<file path="src/design/cst_pkg.sv">
// ----------------------------------------------------------------------------
// cst_pkg
// types, constants and helpers shared by the conveyor sort tracker
// ----------------------------------------------------------------------------
`timescale 1ns / 1ps

package cst_pkg;

	// sizing
	localparam int SLOT_COUNT  = 7;
	localparam int TIMER_WIDTH = 16;
	localparam int CFG_WIDTH   = 16;
	localparam int CFG_INDEX_W = 3;
	localparam int ARM_COUNT   = 3;
	localparam int CMP_W       = (TIMER_WIDTH > CFG_WIDTH) ? TIMER_WIDTH : CFG_WIDTH;

	// object classes
	typedef enum logic [1:0] {
		KIND_EMPTY  = 2'd0,
		KIND_SMALL  = 2'd1,
		KIND_MEDIUM = 2'd2,
		KIND_LARGE  = 2'd3
	} kind_t;

	// configuration register indexes
	typedef enum logic [CFG_INDEX_W-1:0] {
		CFG_STEP_TICKS   = CFG_INDEX_W'(0),
		CFG_PULSE_SMALL  = CFG_INDEX_W'(1),
		CFG_PULSE_MEDIUM = CFG_INDEX_W'(2),
		CFG_PULSE_LARGE  = CFG_INDEX_W'(3)
	} cfg_index_t;

	// reset values of the configuration registers
	localparam logic [CFG_WIDTH-1:0] STEP_TICKS_RST   = CFG_WIDTH'(100);
	localparam logic [CFG_WIDTH-1:0] PULSE_SMALL_RST  = CFG_WIDTH'(30);
	localparam logic [CFG_WIDTH-1:0] PULSE_MEDIUM_RST = CFG_WIDTH'(50);
	localparam logic [CFG_WIDTH-1:0] PULSE_LARGE_RST  = CFG_WIDTH'(70);

	// arm stations along the belt, arm order small, medium, large
	localparam int    ARM_STATION [ARM_COUNT] = '{2, 4, 6};
	localparam kind_t ARM_KIND    [ARM_COUNT] = '{KIND_SMALL, KIND_MEDIUM, KIND_LARGE};

	typedef logic [TIMER_WIDTH-1:0] timer_t;
	typedef logic [CFG_WIDTH-1:0]   cfg_word_t;

	// configuration as seen by the tracker core
	typedef struct packed {
		cfg_word_t step_ticks;
		cfg_word_t pulse_small_ticks;
		cfg_word_t pulse_medium_ticks;
		cfg_word_t pulse_large_ticks;
	} cfg_t;

	// one tick item
	typedef struct packed {
		logic start_press;
		logic small_present;
		logic medium_seen;
	} req_t;

	// one result item
	typedef struct packed {
		logic       motor_on;
		logic       arm_small;
		logic       arm_medium;
		logic       arm_large;
		logic       stop_event;
		logic [1:0] entering_kind;
	} rsp_t;

	// saturating timer increment
	function automatic timer_t count_up(input timer_t c);
		return (c == '1) ? c : c + timer_t'(1);
	endfunction

endpackage

</file>
<file path="src/design/cst_cfg_regs.sv">
// ----------------------------------------------------------------------------
// cst_cfg_regs
// configuration register file; writes to unknown indexes are dropped
// ----------------------------------------------------------------------------
`timescale 1ns / 1ps

module cst_cfg_regs (
	input  logic                       clk,
	input  logic                       arst_n,
	input  logic                       cfg_valid,
	output logic                       cfg_ready,
	input  logic [cst_pkg::CFG_INDEX_W-1:0] cfg_index,
	input  logic [cst_pkg::CFG_WIDTH-1:0]   cfg_data,
	output cst_pkg::cfg_t              cfg
);
	import cst_pkg::*;

	cfg_t cfg_q;

	// always able to take a write
	assign cfg_ready = 1'b1;
	assign cfg       = cfg_q;

	// register writes
	always_ff @(posedge clk or negedge arst_n) begin
		if (!arst_n) begin
			cfg_q.step_ticks         <= STEP_TICKS_RST;
			cfg_q.pulse_small_ticks  <= PULSE_SMALL_RST;
			cfg_q.pulse_medium_ticks <= PULSE_MEDIUM_RST;
			cfg_q.pulse_large_ticks  <= PULSE_LARGE_RST;
		end else if (cfg_valid && cfg_ready) begin
			case (cfg_index)
				CFG_STEP_TICKS:   cfg_q.step_ticks         <= cfg_data;
				CFG_PULSE_SMALL:  cfg_q.pulse_small_ticks  <= cfg_data;
				CFG_PULSE_MEDIUM: cfg_q.pulse_medium_ticks <= cfg_data;
				CFG_PULSE_LARGE:  cfg_q.pulse_large_ticks  <= cfg_data;
				default: ;
			endcase
		end
	end

endmodule

</file>
<file path="src/design/cst_core.sv">
// ----------------------------------------------------------------------------
// cst_core
// belt phase timer, sort shift register and arm pulse timers for one tick
// ----------------------------------------------------------------------------
`timescale 1ns / 1ps

module cst_core (
	input  logic          clk,
	input  logic          arst_n,
	input  logic          advance,
	input  cst_pkg::req_t item,
	input  cst_pkg::cfg_t cfg,
	output cst_pkg::rsp_t result
);
	import cst_pkg::*;

	kind_t  slots_q    [SLOT_COUNT];
	logic   stepping_q;
	logic   moving_q;
	timer_t phase_q;
	logic   latch_q;
	logic   [ARM_COUNT-1:0] arm_act_q;
	timer_t arm_cnt_q  [ARM_COUNT];

	kind_t  slots_n    [SLOT_COUNT];
	logic   stepping_n;
	logic   moving_n;
	timer_t phase_n;
	logic   latch_n;
	logic   [ARM_COUNT-1:0] arm_act_n;
	timer_t arm_cnt_n  [ARM_COUNT];
	cfg_word_t pulse_len [ARM_COUNT];
	logic   stop_now;
	kind_t  entering;

	assign pulse_len[0] = cfg.pulse_small_ticks;
	assign pulse_len[1] = cfg.pulse_medium_ticks;
	assign pulse_len[2] = cfg.pulse_large_ticks;

	// next state for one tick
	always_comb begin
		slots_n    = slots_q;
		stepping_n = stepping_q;
		moving_n   = moving_q;
		phase_n    = stepping_q ? count_up(phase_q) : phase_q;
		latch_n    = latch_q | item.medium_seen;
		arm_act_n  = arm_act_q;
		stop_now   = 1'b0;
		entering   = KIND_EMPTY;

		for (int a = 0; a < ARM_COUNT; a++) begin
			arm_cnt_n[a] = arm_act_q[a] ? count_up(arm_cnt_q[a]) : arm_cnt_q[a];
		end

		// start or restart stepping
		if (item.start_press) begin
			stepping_n = 1'b1;
			moving_n   = 1'b1;
			phase_n    = '0;
		end

		// release arms whose pulse has run out
		for (int a = 0; a < ARM_COUNT; a++) begin
			if (arm_act_n[a] && (CMP_W'(arm_cnt_n[a]) >= CMP_W'(pulse_len[a]))) begin
				arm_act_n[a] = 1'b0;
			end
		end

		// phase end: toggle the belt, shift and classify on a stop
		if (stepping_n && (CMP_W'(phase_n) >= CMP_W'(cfg.step_ticks))) begin
			moving_n = ~moving_n;
			phase_n  = '0;
			if (!moving_n) begin
				stop_now = 1'b1;
				for (int s = SLOT_COUNT - 1; s > 0; s--) begin
					slots_n[s] = slots_q[s-1];
				end
				if (!item.small_present) begin
					entering = KIND_EMPTY;
				end else begin
					entering = latch_n ? KIND_MEDIUM : KIND_SMALL;
				end
				slots_n[0] = entering;
				latch_n    = 1'b0;
				for (int a = 0; a < ARM_COUNT; a++) begin
					if (slots_n[ARM_STATION[a]] == ARM_KIND[a]) begin
						arm_act_n[a]            = 1'b1;
						arm_cnt_n[a]            = '0;
						slots_n[ARM_STATION[a]] = KIND_EMPTY;
					end
				end
			end
		end

		result.motor_on      = moving_n;
		result.arm_small     = arm_act_n[0];
		result.arm_medium    = arm_act_n[1];
		result.arm_large     = arm_act_n[2];
		result.stop_event    = stop_now;
		result.entering_kind = entering;
	end

	// state registers, updated as each item leaves the input stage
	always_ff @(posedge clk or negedge arst_n) begin
		if (!arst_n) begin
			for (int s = 0; s < SLOT_COUNT; s++) begin
				slots_q[s] <= KIND_EMPTY;
			end
			stepping_q <= 1'b0;
			moving_q   <= 1'b0;
			phase_q    <= '0;
			latch_q    <= 1'b0;
			arm_act_q  <= '0;
			for (int a = 0; a < ARM_COUNT; a++) begin
				arm_cnt_q[a] <= '0;
			end
		end else if (advance) begin
			slots_q    <= slots_n;
			stepping_q <= stepping_n;
			moving_q   <= moving_n;
			phase_q    <= phase_n;
			latch_q    <= latch_n;
			arm_act_q  <= arm_act_n;
			arm_cnt_q  <= arm_cnt_n;
		end
	end

endmodule

</file>
<file path="src/design/conveyor_sort_tracker.sv">
// ----------------------------------------------------------------------------
// conveyor_sort_tracker
// stepping belt controller with a sort shift register and three arm timers
// ----------------------------------------------------------------------------
// usage
//   req channel: one item per time tick (start press, small sensor level,
//     medium sensor edge), taken when req_valid is high and req_stall low
//   rsp channel: one result item per tick (motor, three arm levels, stop
//     event, class entering slot 0), taken when rsp_valid high, rsp_stall low
//   cfg channel: register writes by index (0 step ticks, 1..3 arm pulse
//     lengths), taken when cfg_valid and cfg_ready are high; cfg_ready is
//     always high and unknown indexes are ignored
//   path: a taken tick item sits in the input register, then its result lands
//     in the result register and is offered; a stall can hold it in between
//   throughput: one item per cycle while not stalled; the whole tick update is
//     one pass of compare, counter and shift logic between the two registers
//   stall: with the result register full and rsp_stall high the input stage
//     holds its item and raises req_stall; no item is dropped
//   reset: belt idle, motor off, all slots empty, arms off, registers back
//     to their defaults; ready for items as soon as reset is released
// ----------------------------------------------------------------------------
`timescale 1ns / 1ps

module conveyor_sort_tracker (
	input  logic                          clk,
	input  logic                          arst_n,
	input  logic                          req_valid,
	output logic                          req_stall,
	input  cst_pkg::req_t                 req_data,
	output logic                          rsp_valid,
	input  logic                          rsp_stall,
	output cst_pkg::rsp_t                 rsp_data,
	input  logic                          cfg_valid,
	output logic                          cfg_ready,
	input  logic [cst_pkg::CFG_INDEX_W-1:0] cfg_index,
	input  logic [cst_pkg::CFG_WIDTH-1:0]   cfg_data
);
	import cst_pkg::*;

	cfg_t cfg;
	req_t item_s1;
	logic valid_s1;
	rsp_t result;
	rsp_t result_s2;
	logic valid_s2;
	logic advance;

	// configuration registers
	cst_cfg_regs u_cfg (
		.clk       (clk),
		.arst_n    (arst_n),
		.cfg_valid (cfg_valid),
		.cfg_ready (cfg_ready),
		.cfg_index (cfg_index),
		.cfg_data  (cfg_data),
		.cfg       (cfg)
	);

	// tick update logic and tracker state
	cst_core u_core (
		.clk     (clk),
		.arst_n  (arst_n),
		.advance (advance),
		.item    (item_s1),
		.cfg     (cfg),
		.result  (result)
	);

	// item moves on when the result register is free or being emptied
	assign advance   = valid_s1 && (!valid_s2 || !rsp_stall);
	assign req_stall = valid_s1 && !advance;
	assign rsp_valid = valid_s2;
	assign rsp_data  = result_s2;

	// stage valid flags
	always_ff @(posedge clk or negedge arst_n) begin
		if (!arst_n) begin
			valid_s1 <= 1'b0;
			valid_s2 <= 1'b0;
		end else begin
			if (!req_stall) begin
				valid_s1 <= req_valid;
			end
			if (advance) begin
				valid_s2 <= 1'b1;
			end else if (!rsp_stall) begin
				valid_s2 <= 1'b0;
			end
		end
	end

	// stage payloads
	always_ff @(posedge clk) begin
		if (req_valid && !req_stall) begin
			item_s1 <= req_data;
		end
		if (advance) begin
			result_s2 <= result;
		end
	end

endmodule

</file>
<file path="config.mk">
export PLATFORM = sky130hd
export DESIGN_NAME = conveyor_sort_tracker
export DESIGN_NICKNAME = d
export VERILOG_FILES = /design/src/design/cst_pkg.sv /design/src/design/cst_cfg_regs.sv /design/src/design/cst_core.sv /design/src/design/conveyor_sort_tracker.sv
export SDC_FILE = /design/constraint.sdc
export NUM_CORES = 1
export LEC_CHECK = 0
export ABC_AREA = 1
export BUFFER_PORTS_ARGS = -buffer_cell sky130_fd_sc_hd__buf_2
export CORE_MARGIN = 2
export CORE_UTILIZATION = 35
export CTS_CLUSTER_DIAMETER = 80
export CTS_CLUSTER_SIZE = 24
export DETAILED_ROUTE_END_ITERATION = 6
export GPL_ROUTABILITY_DRIVEN = 0
export PLACE_DENSITY_LB_ADDON = 0.2
export SETUP_SLACK_MARGIN = 0.4
export SYNTH_ARGS = -nofsm -noshare
export SYNTH_HDL_FRONTEND = slang
export SYNTH_SLANG_ARGS = --single-unit
</file>
<file path="constraint.sdc">
create_clock -name clk -period 5.2 [get_ports clk]
set_clock_uncertainty 0.1 [all_clocks]
set_input_delay 0 -clock clk [delete_from_list [all_inputs] [get_ports clk]]
set_output_delay 0 -clock clk [all_outputs]
set_load 0.02 [all_outputs]
</file>
Word level (Yosys, flattened, before mapping)
Cells that the tools add are included.
Word-level totals
  input port bits: 27
  register bits: 158
  logic and storage cells: 104
Cells by class
  equality and inequality tests: 11
  order comparisons: 4
  mux-type cells: 35
  reductions and logical operators: 19
  bitwise operators: 2
  add/sub/neg operators: 4
Operators by type and width (count)
  16-bit two-way mux: 13
  48-bit two-way mux: 2
  16-bit by 1-bit adder with 16-bit output, second input constant: 4
  16-bit equality test, second input constant: 4
  16-bit >= comparator: 4
  1-bit two-way mux: 14
  2-bit AND reduction: 5
  2-bit two-way mux: 4
  1-bit logical AND: 7
  3-bit by 2-bit equality test with 1-bit output, second input constant: 2
  3-bit two-way mux: 2
  2-bit equality test, second input constant: 2
  1-bit logical NOT: 4
  3-bit by 1-bit equality test with 1-bit output, second input constant: 1
  3-bit logical NOT: 1
  3-bit AND reduction: 1
  2-bit by 1-bit equality test with 1-bit output, second input constant: 1
  2-bit by 1-bit != test with 1-bit output, second input constant: 1
  1-bit logical OR: 1
  1-bit NOT: 1
  1-bit bitwise OR: 1

Depth between registers and ports, before layout
Gate-level depths: netlist of run 1.
  depth after elaboration: 9
  gate-level depth with buffers: 26

Hierarchy
A second synthesis of run 1 with hierarchy kept.
Second synthesis, totals
  cells, all modules: 1423
  area, all modules: 10543.9 um^2
By module, submodules not included
  cst_core: instances 1, sequential area each 2052.0 um^2, cells an instance 1114, area an instance 7470.9 um^2
  cst_cfg_regs: instances 1, sequential area each 1617.8 um^2, cells an instance 287, area an instance 2677.6 um^2
  conveyor_sort_tracker: instances 1, sequential area each 350.3 um^2, cells an instance 22, area an instance 395.4 um^2

Least setup slack after synthesis of run 1
Ideal clock, no wire load.
  path type: register -> register
  from: register u_core.phase_q[0]
  to: register result_s2, in the netlist rsp_data[6] (data pin)
  cell stages (with the launch flop): 24
  library setup time: 0.266 ns
  path buffers: 2
  required time: 4.834 ns
  clock period less this slack: 3.030 ns
  arrival: 2.665 ns
  path slack: 2.170 ns
  path through: dfrtp_1 > ha_1 > nand2_1 > inv_2 > nand2_2 > nor2_2 > nand3_2 > buf_6 > nand3_1 > o21ai_1 > nor2_2 > ha_1 > nand2_1 > inv_2 > nand2_1 > nand2_1 > nor2_1 > nand2_1 > nand2_1 > nand2_2 > nand2_1 > inv_2 > buf_2 > ha_1
RTL lines
  start, declared: line cst_core.sv:20  | timer_t phase_q;
  start signal, assigned: line cst_core.sv:121  | phase_q <= phase_n;
  end signal, assigned: line conveyor_sort_tracker.sv:98  | result_s2 <= result;
  end, declared: line conveyor_sort_tracker.sv:44  | rsp_t result_s2;

==> run summary, run 1 <==
outcome: completed
most frequent cells in the layout: nand2_1 (413), inv_1 (191), nand3_1 (137), dfrtp_1 (135), o21ai_0 (103)
crit path cell chain: inv_1 > nor3_2 > nand3_1 > nand2_1 > nand2_1 > a21oi_2 > ha_1 > a21oi_1 > o21ai_0 > a21oi_1 > nand2_2 > nand2_1 > inv_2 > ha_1
number of port buffers: 35
worst reg-to-reg setup slack: 1.50 ns
initial antenna violation count: 0
Starting Density: 35.5%
GR Overflow Total: 0
# resized after CTS: 0
Sw Share: 28.9%
Max VDD drop: 169 µV
post-route minimum period: 3.70 ns
clk sinks: 158
source of the critical timing path: u_core.stepping_q$_DFFE_PN0P_
max incr delay on CP: 0.80 ns
CP delay by family, top: simple AND/OR/NAND/NOR gates
dominant combinational cell family by area after synthesis: simple AND/OR/NAND/NOR gates
n_diodes: 0
period utilization: 71.1%
TritonCTS clock tree: built
first-pass GRT wire length: 42.3 mm
Buf/Inv on CP: 2
Chip Height: 174 µm
Multi-input gate area: 0.00516 mm²
r2r endpoint: rsp_data[6]$_DFFE_PP_
fin worst setup slack: 1.50 ns
met1 usage: 23.6%
PD cells: 288 mW/mm²
Register Area: 0.00402 mm²
xor and xnor area share after synthesis: 2.91%
std cell rows: 62
met3 GRT Util: 2.19%
fmax: 270 MHz
critical path required time: 5.28 ns
nets@finish: 1514
WL final: 25.3 mm
HP Class: input port to asynchronous set/reset pin
via count: 8681
vias in the first global route: 8317
die area: 0.0304 mm²
most common cell after layout, fill and taps aside: nand2_1
Cell Count, Final, Fillers Out: 1815
pin slew with the least headroom to its limit: 1.09 ns
Die Width: 174 µm
Yosys reg bits: 158
Clock transition at path regs: 0.07 ns
dpl ws: 1.56 ns
H-tree levels: 4
layout cells sized above 1: 11.1%
static leakage: 5.91 nW
mux share of post-synthesis cell area: 0%
# DRC: 0
drt wl/cell: 13.9 µm
crit path capture: rsp_data[6]$_DFFE_PP_
post-synth net total: 1476
compound-gate portion of the synthesized area: 8.51%
Initial DRC Count: 476
largest net degree at the start of global routing: 67
CTS root buf: clkbuf_16
startpoint types: flip-flop
Synth Area in Adders: 8.49%
crit path capture type: flip-flop
switching power: 0.962 mW
Critical R2R Launch: u_core.stepping_q$_DFFE_PN0P_
Slew Limit Fails: 0
core area: 0.0286 mm²
Clock power frac: 40.6%
# placed instances: 1758
Total Neg Setup Slack: 0 ns
post-DR vias/cell: 4.78
RSZ-0062 raised after global routing: false
Final ANT Viol Nets: 0
Synth Area in Simple Gates: 30.8%
Synth Area per Inst: 7.37 µm²
Yosys cell types: 43
critical-path maximum fanout: 22
Max Buffers Root-to-Sink: 2
WP depth: 14
Filler Cell Count: 2984
area grow syn2layout: 13.5%
critical path's slowest cell: dfrtp_1
busiest layer in global routing: met2
Worst slew margin: 27.3%
worst-skew pair later-pin latency: 0.44 ns
max cap viols: 0
post-synthesis sequential area ratio: 39.5%
combinational share of power: 15.7%
CP Class: flip-flop to flip-flop
gr usage total: 17.4%
GRT met2 Usage: 29.0%
post-synthesis cell area: 0.0102 mm²
Ys Warns: 0
cells after synthesis: 1380
CTS Buf Count: 17
sequential share of power: 43.8%
I/O pin count: 37
most frequent CP cell: nand2_1
Final Hold Violating Endpoints: 0
CP arrival: 3.78 ns
TritonRoute pass-1 iters: 5
post-detail-place hpwl: 17.5 mm
Pint: 2.36 mW
worst reg2reg path depth: 14
Final setup viols: 0
state kept, by name, summed over array words and instances (netlist names):
name and flops:
u_core.phase_q 16, u_core.stepping_q 1, u_cfg.cfg 64, u_core.arm_act_q 3, u_core.latch_q 1, rsp_valid 1, u_core.slots_q 12, item_s1 3
valid_s1 1, u_core.moving_q 1, u_core.arm_cnt_q 48, rsp_data 7
cells by family (layout without fill, tap and decap cells):
logic type	after synthesis	count (layout)
other	1	1
DFF	158	158
buffers and inverters	257	308
xor gates and xnor gates	33	33
adders and majority gates	69	69
and+or+nand+nor	698	698
AOI/OAI and AO/OA	164	164
stage by stage:
stage	hold WS [ns]	utilization (%)	power [mW]	area, µm²
after floorplan	-0.396	-	1.82	10200
after global placement	-0.145	37.3	1.98	10700
after detailed placement	-0.148	37.3	1.98	10700
after CTS	0.0658	40.3	3.36	11500
after global routing	0.0768	40.3	3.52	11500
final	0.0437	40.3	3.33	11500
final cells by class:
cell class,count,share of cell area [%]
clock buffers,18,3.72
clock inverters,14,1.65
inverters,212,6.89
multi-input cells,965,44.7
flip-flops and latches,158,34.8
well taps,384,4.16
repair buffers,64,4.08
per-layer routing:
layer	vias up	wire length, µm	share of wire (%)
li1	4487	-	-
met1	4033	12400	49
met2	133	11700	46
met3	28	758	3.0
met4	0	491	1.9
met5	-	0	0
repair_timing:
item / 4_1_cts / 5_1_grt
buffers inserted: 0 / 0
endpoints found under the hold margin: 136 / 0
hold buffers: 25 / 0
worst min path at each step:
stage | from | end | slack [ns] | depth (start not counted)
detailed placement | arst_n | u_core.arm_cnt_q[15]$_DFFE_PN0P_ | -0.15 | 1
global route | arst_n | u_core.arm_cnt_q[15]$_DFFE_PN0P_ | 0.08 | 3
finish | arst_n | u_core.arm_cnt_q[15]$_DFFE_PN0P_ | 0.04 | 3
global placement | arst_n | u_core.arm_cnt_q[15]$_DFFE_PN0P_ | -0.15 | 1
CTS | arst_n | u_core.arm_cnt_q[15]$_DFFE_PN0P_ | 0.07 | 3
floorplan | arst_n | rsp_valid$_DFFE_PN0P_ | -0.40 | 0
synth_stat cells:
master	n	share of area [%]
o21ai_2	3	0.26
nor2_1	54	2.0
or2_0	2	0.12
xor2_1	23	2.0
o21bai_1	2	0.15
nor2_2	14	0.86
clkinv_1	4	0.15
inv_1	191	7.0
nor3_4	2	0.32
nor3_1	13	0.64
nand2_1	413	15
a21oi_1	34	1.7
nand2_2	12	0.74
nor3_2	4	0.39
nand4_2	4	0.49
conb_1	1	0.037
dfrtp_1	135	33
edfxtp_1	10	3.0
o21ai_0	103	5.1
nand3_2	7	0.69
nor2_4	6	0.66
a31oi_1	1	0.062
buf_2	7	0.34
buf_1	2	0.074
o21ai_1	11	0.54
nand4_1	20	1.2
buf_4	2	0.15
buf_6	1	0.11
o211ai_2	1	0.12
nand3_1	137	6.7
nand2_4	1	0.11
ha_1	69	8.5
a21oi_2	2	0.17
dfstp_2	13	3.4
xor2_2	1	0.16
o22ai_1	4	0.25
nor4_1	8	0.49
or2_2	1	0.062
clkbuf_2	3	0.15
clkbuf_1	30	1.1
inv_2	17	0.63
xnor2_1	9	0.77
o21a_1	3	0.22
worst min-delay path, cell delays in order:
cell,delay [ns]
dlygate4sd3_1,0.55
buf_6,0.16
buf_12,0.23
power by group through the flow:
stage               Combinational (mW)  Clock (mW)  Sequential [mW]
floorplan                        0.359           0             1.46
global placement                 0.500           0             1.48
detailed placement               0.508           0             1.48
CTS                              0.530        1.37             1.46
global route                     0.611        1.44             1.47
finish                           0.521        1.35             1.46
No activity file was read; power rests on OpenSTA's default activity.
==> run 2: changes to the inputs <==
Clock period 5.2 ns to 3 ns, I/O delays scaled along.
==> run 2 against run 1 <==
  * Sequential share of layout area down 3.2 points
  * Critical path depth up 10
  * Worst hold slack better by 0.0023 ns
  * Non-clock buffer count up 86
  * Utilization up 4.1 points
  * Clock-buffer cell count down 1
  * Design area up 10%
  * Combinational power up 110%
  * Largest power group unchanged
  * Highest routed layer unchanged
==> run summary, run 2 (synthesis results as in run 1) <==
outcome: completed
nets@finish: 1602 (+5.8%)
Worst slew margin: 32.7% (+5.5 points)
CTS root buf: clkbuf_16
Slew Limit Fails: 0 (unchanged)
Initial DRC Count: 421 (-12%)
worst reg-to-reg setup slack: 0.04 ns (-1.47 ns)
TritonRoute pass-1 iters: 6 (+1)
layout cells sized above 1: 21.1% (+10 points)
Final Hold Violating Endpoints: 0 (unchanged)
Clock transition at path regs: 0.07 ns (about the same)
post-detail-place hpwl: 19.1 mm (+9.2%)
crit path cell chain: ha_2 > nand2_2 > inv_4 > nand2_4 > nor2_4 > nand3_4 > buf_6 > nand3_2 > o21ai_2 > nor2_2 > ha_1 > nand2_1 > inv_2 > nand2_1 > nand2_1 > nor2_1 > nand2_1 > nand2_2 > nand2_4 > nand2_4 > inv_8 > ha_4 > inv_2 > nor3_1
vias in the first global route: 8958 (+7.7%)
largest net degree at the start of global routing: 65 (-3.0%)
critical-path maximum fanout: 5 (-77%)
most common cell after layout, fill and taps aside: nand2_1
WL final: 26.5 mm (+4.8%)
crit path capture type: flip-flop
gr usage total: 18.2% (+0.86 points)
CTS Buf Count: 17 (unchanged)
CP Class: flip-flop to flip-flop
std cell rows: 62 (unchanged)
PD cells: 456 mW/mm² (+58%)
die area: 0.0304 mm² (unchanged)
Critical R2R Launch: u_core.phase_q[0]$_DFFE_PN0P_
initial antenna violation count: 0 (unchanged)
GR Overflow Total: 0 (unchanged)
source of the critical timing path: u_core.phase_q[0]$_DFFE_PN0P_
drt wl/cell: 13.9 µm (about the same)
I/O pin count: 37 (unchanged)
startpoint types: flip-flop
HP Class: input port to asynchronous set/reset pin
dpl ws: -0.108 ns (-1.66 ns)
via count: 9025 (+4.0%)
TritonCTS clock tree: built
fin worst setup slack: 0.0369 ns (-1.47 ns)
worst reg2reg path depth: 24 (+10)
fmax: 337 MHz (+25%)
core area: 0.0286 mm² (unchanged)
first-pass GRT wire length: 44.8 mm (+6.0%)
pin slew with the least headroom to its limit: 1.01 ns (-0.0818 ns)
Starting Density: 35.5% (unchanged)
period utilization: 98.8% (+28 points)
Die Width: 174 µm (unchanged)
Final ANT Viol Nets: 0 (unchanged)
max incr delay on CP: 0.36 ns (-0.44 ns)
Final setup viols: 0 (unchanged)
area grow syn2layout: 24.9%
Chip Height: 174 µm (unchanged)
Filler Cell Count: 2873 (-3.7%)
most frequent cells in the layout: nand2_1 (391), inv_1 (187), dfrtp_1 (133), nand3_1 (121), o21ai_0 (98)
max cap viols: 0 (unchanged)
clk sinks: 158 (unchanged)
worst-skew pair later-pin latency: 0.43 ns (about the same)
r2r endpoint: rsp_data[1]$_SDFFCE_PN0P_
H-tree levels: 4 (unchanged)
CP arrival: 3.04 ns (-0.74 ns)
static leakage: 6.39 nW (+8.0%)
RSZ-0062 raised after global routing: true
# DRC: 0 (unchanged)
Max VDD drop: 389 µV (+130%)
post-DR vias/cell: 4.74 (-0.84%)
Max Buffers Root-to-Sink: 2 (unchanged)
post-route minimum period: 2.96 ns (-0.734 ns)
max reg flops: 64 (unchanged)
number of port buffers: 35 (unchanged)
Power, Total: 5.80 mW (+74%)
crit path capture: rsp_data[1]$_SDFFCE_PN0P_
critical path required time: 3.08 ns (-2.20 ns)
most frequent CP cell: nand2_1
n_diodes: 0 (unchanged)
critical path's slowest cell: dfrtp_1
-- run 2: power by group --
part | switching, mW | internal [mW] | total (mW)
clock | 0.961 | 1.24 | 2.20
combinational | 0.690 | 0.398 | 1.09
sequential | 0.121 | 2.39 | 2.51
total | 1.77 | 4.02 | 5.80
-- run 2: metal layers --
| metal | part of all wire, % | routed length (µm) | track usage [%] | up-vias |
|---|---|---|---|---|
| met5 | 0 | 0 | 0 | - |
| met4 | 1.7 | 444 | 4.93 | 0 |
| met3 | 2.1 | 554 | 2.32 | 25 |
| met2 | 47 | 12500 | 30.9 | 113 |
| met1 | 49 | 13000 | 24.6 | 4225 |
| li1 | - | - | - | 4662 |
-- run 2: area by class of cell --
cell class | count | area, µm² | share of cell area, %
tap | 384 | 480 | 3.78
timing repair buffer | 150 | 1190 | 9.35
inverter | 212 | 813 | 6.40
multi-input combinational | 966 | 5610 | 44.1
timing repair inverter | 1 | 7.51 | 0.0591
clock inverter | 15 | 165 | 1.30
sequential | 158 | 4020 | 31.6
clock buffer | 17 | 425 | 3.35
-- run 2: per-stage QoR --
| step | setup TNS, ns | instance area [µm²] | hold slack [ns] | std cells | utilization (%) |
|---|---|---|---|---|---|
| final | 0 | 12700 | 0.0460 | 1903 | 44.4 |
| after global routing | -12.21 | 12700 | 0.0836 | 1903 | 44.4 |
| after CTS | -0.00725 | 12400 | 0.0444 | 1892 | 43.4 |
| after detailed placement | -1.44 | 11200 | -0.0593 | 1825 | 39.2 |
| after global placement | -0.160 | 11200 | -0.0557 | 1825 | 39.2 |
| after floorplan | 0 | 10200 | -0.396 | 1380 | - |
-- run 2: how the worst min path moves through the flow --
stage | startpoint | endpoint | slack (ns) | depth (start not counted)
final | arst_n | u_core.arm_act_q[2]$_DFFE_PN0P_ | 0.05 | 2
after global routing | cfg_index[1] | u_cfg.cfg[20]$_DFFE_PN1P_ | 0.08 | 5
after CTS | cfg_index[1] | u_cfg.cfg[2]$_DFFE_PN1P_ | 0.04 | 5
after detailed placement | arst_n | u_core.arm_cnt_q[11]$_DFFE_PN0P_ | -0.06 | 1
after global placement | arst_n | u_core.arm_cnt_q[11]$_DFFE_PN0P_ | -0.06 | 1
after floorplan | arst_n | rsp_valid$_DFFE_PN0P_ | -0.40 | 0
-- run 2: worst max-delay path, delay by kind of cell (launching register included) --
family,cells,cell delay (ns)
AOI/OAI and AO/OA,1,0.06
adders and majority gates,3,0.59
buffers and inverters,5,0.39
DFF,1,0.36
and+or+nand+nor,15,1.23
-- run 2: repair_timing --
item / 4_1_cts / 5_1_grt
hold buffers: 24 / 0
pin swaps: 16 / 27
buffers inserted: 8 / 11
cloned: 3 / 0
setup endpoints to repair: 88 / 88
endpoints found under the hold margin: 132 / 0
gates resized for setup: 51 / 55
==> run 3: changes to the inputs <==
Settings changed: BUFFER_PORTS_ARGS -buffer_cell sky130_fd_sc_hd__buf_2 to -buffer_cell sky130_fd_sc_hd__buf_4.
==> run 3 against run 2 <==
  * The run now ends with negative setup slack left
  * Clock-buffer cell count stayed put
  * Worst hold slack got worse by 0.0070 ns
  * Design area grew 0.70%
  * Non-clock buffer count down 2
  * Sequential share of layout area fell by 0.24 points
  * Power decreased by 2.2%
  * Clock power fell by 6%
  * Register-to-register slack worse by 0.11 ns
  * Cell count shrank 0.16%
==> run summary, run 3 (synthesis results as in run 1) <==
H-tree levels: 4 (unchanged)
Final setup viols: 50 (+50)
Sw Share: 31.6% (+1.1 points)
WL final: 26.5 mm (about the same)
std cell rows: 62 (unchanged)
CP arrival: 3.17 ns (+0.13 ns)
crit path capture type: flip-flop
vias in the first global route: 8909 (-0.55%)
Clock power frac: 36.3% (-1.6 points)
combinational share of power: 19.3% (+0.5 points)
outcome: finished, violations left
failing checks: negative setup slack
max reg flops: 64 (unchanged)
Max VDD drop: 351 µV (-9.9%)
# placed instances: 1827 (+0.11%)
gr usage total: 17.9% (-0.36 points)
first-pass GRT wire length: 44.1 mm (-1.7%)
drt wl/cell: 13.9 µm (+0.12%)
Worst slew margin: 36.1% (+3.4 points)
period utilization: 103% (+3.8 points)
clk sinks: 158 (unchanged)
Starting Density: 35.5% (unchanged)
number of port buffers: 35 (unchanged)
Max Buffers Root-to-Sink: 2 (unchanged)
post-detail-place hpwl: 18.6 mm (-2.5%)
Clock transition at path regs: 0.08 ns (about the same)
worst reg-to-reg setup slack: -0.08 ns (-0.11 ns)
TritonCTS clock tree: built
HP Class: input port to flip-flop
Slew Limit Fails: 0 (unchanged)
switching power: 1.79 mW (+1.2%)
post-DR vias/cell: 4.81 (+1.5%)
CTS Buf Count: 17 (unchanged)
TritonRoute pass-1 iters: 5 (-1)
critical path required time: 3.09 ns (about the same)
core area: 0.0286 mm² (unchanged)
Final Hold Violating Endpoints: 0 (unchanged)
most common cell after layout, fill and taps aside: nand2_1
n_diodes: 0 (unchanged)
pin slew with the least headroom to its limit: 0.956 ns (-0.0501 ns)
layout cells sized above 1: 21.8% (+0.64 points)
startpoint types: flip-flop
fmax: 325 MHz (-3.7%)
I/O pin count: 37 (unchanged)
nets@finish: 1599 (-0.19%)
area grow syn2layout: 25.8%
# DRC: 0 (unchanged)
largest net degree at the start of global routing: 65 (unchanged)
Pint: 3.88 mW (-3.7%)
Initial DRC Count: 593 (+41%)
worst-skew pair later-pin latency: 0.43 ns (about the same)
initial antenna violation count: 0 (unchanged)
most frequent cells in the layout: nand2_1 (397), inv_1 (189), dfrtp_1 (135), buf_4 (106), o21ai_0 (100)
post-route minimum period: 3.08 ns (+0.114 ns)
CTS root buf: clkbuf_16
fin worst setup slack: -0.0773 ns (-0.114 ns)
max cap viols: 0 (unchanged)
sequential share of power: 44.4% (+1.1 points)
Cell Count, Final, Fillers Out: 1900 (-0.16%)
GR Overflow Total: 0 (unchanged)
Final ANT Viol Nets: 0 (unchanged)
Chip Height: 174 µm (unchanged)
Layout Utilization: 44.7% (+0.31 points)
die area: 0.0304 mm² (unchanged)
Die Width: 174 µm (unchanged)
static leakage: 6.43 nW (+0.57%)
CP Class: flip-flop to flip-flop
RSZ-0062 raised after global routing: true
PD cells: 443 mW/mm² (-2.9%)
via count: 9145 (+1.3%)
critical-path maximum fanout: 8 (+3)
run 3: cell types whose count changed in the layout (fill, tap and decap cells not counted), moves of 4 or more:
cell	change
clkinvlp_4	-6
buf_4	+26
inv_6	+6
nand3_2	+27
ha_1	+4
buf_2	-33
nand3_1	-25
nand2_1	+6
run 3: final timing paths:
check | from | cells after the start | end
worst min-delay path | cfg_index[1] | 5 | u_cfg.cfg[20]$_DFFE_PN1P_
min in group asynchronous | arst_n | 2 | u_core.arm_act_q[2]$_DFFE_PN0P_
worst min register to register | u_core.slots_q[4]$_DFFE_PN0P_ | 2 | u_core.slots_q[4]$_DFFE_PN0P_
worst max register to register | u_core.phase_q[0]$_DFFE_PN0P_ | 24 | rsp_data[1]$_SDFFCE_PN0P_
worst max-delay path | u_core.phase_q[0]$_DFFE_PN0P_ | 24 | rsp_data[1]$_SDFFCE_PN0P_
max in group asynchronous | arst_n | 3 | u_cfg.cfg[54]$_DFFE_PN1P_
run 3: through the flow:
stage          instance area (µm²)  setup WS [ns]  power, mW  TNS (ns)  hold WS [ns]
6_report                     12800        -0.0773       5.67     -1.09        0.0389
5_1_grt                      12800         -0.247       6.01    -15.25        0.0760
4_1_cts                      12500        -0.0907       5.67     -2.05        0.0217
3_5_place_dp                 11400         -0.188       3.52     -7.35       -0.0178
3_3_place_gp                 11400         -0.168       3.50     -5.72       -0.0194
2_1_floorplan                10200          0.103       3.17         0        -0.396
run 3: timing repair:
action	in CTS	in global routing
hold buffers	24	0
setup endpoints to repair	88	88
resized for setup	51	63
buffers inserted	6	8
pin swaps	31	56
endpoints found under the hold margin	135	0
cloned	3	0
run 3: power groups by stage:
| stage | registers [mW] | clock network, mW | logic (mW) |
|---|---|---|---|
| detailed placement | 2.55 | 0 | 0.968 |
| finish | 2.52 | 2.06 | 1.10 |
| floorplan | 2.54 | 0 | 0.628 |
| global placement | 2.55 | 0 | 0.951 |
| CTS | 2.51 | 2.11 | 1.04 |
| global route | 2.54 | 2.21 | 1.26 |
run 3: area by class of cell:
| cell class | instances | area, µm² |
|---|---|---|
| multi-input cells | 966 | 5640 |
| well taps | 384 | 480 |
| clock buffers | 17 | 425 |
| repair buffers | 148 | 1300 |
| clock inverters | 15 | 124 |
| fillers | 2870 | 15800 |
| inverters | 212 | 811 |
| flip-flops and latches | 158 | 4020 |
run 3: critical path: stages, from the launching register on:
cell and delay, ns:
dfrtp_1 0.37, ha_2 0.19, nand2_2 0.07, inv_4 0.09, nand2_4 0.06, nor2_4 0.12, nand3_4 0.15, buf_6 0.17
nand3_2 0.05, o21ai_2 0.06, nor2_2 0.17, ha_1 0.25, nand2_1 0.07, inv_1 0.04, nand2_2 0.06, nor2_2 0.04
nor2_2 0.10, nand2_2 0.07, nand2_2 0.07, nand2_4 0.09, nand2_4 0.12, inv_6 0.06, ha_4 0.16, inv_4 0.05
nor3_2 0.03
run 3: layer usage:
layer	global-route usage (%)	share of wire, %	vias up	routed length, µm
li1	-	-	4662	-
met1	24.3	48	4315	12600
met2	30.0	48	137	12700
met3	2.54	3.1	31	814
met4	4.72	1.5	0	409
met5	0	0	-	0
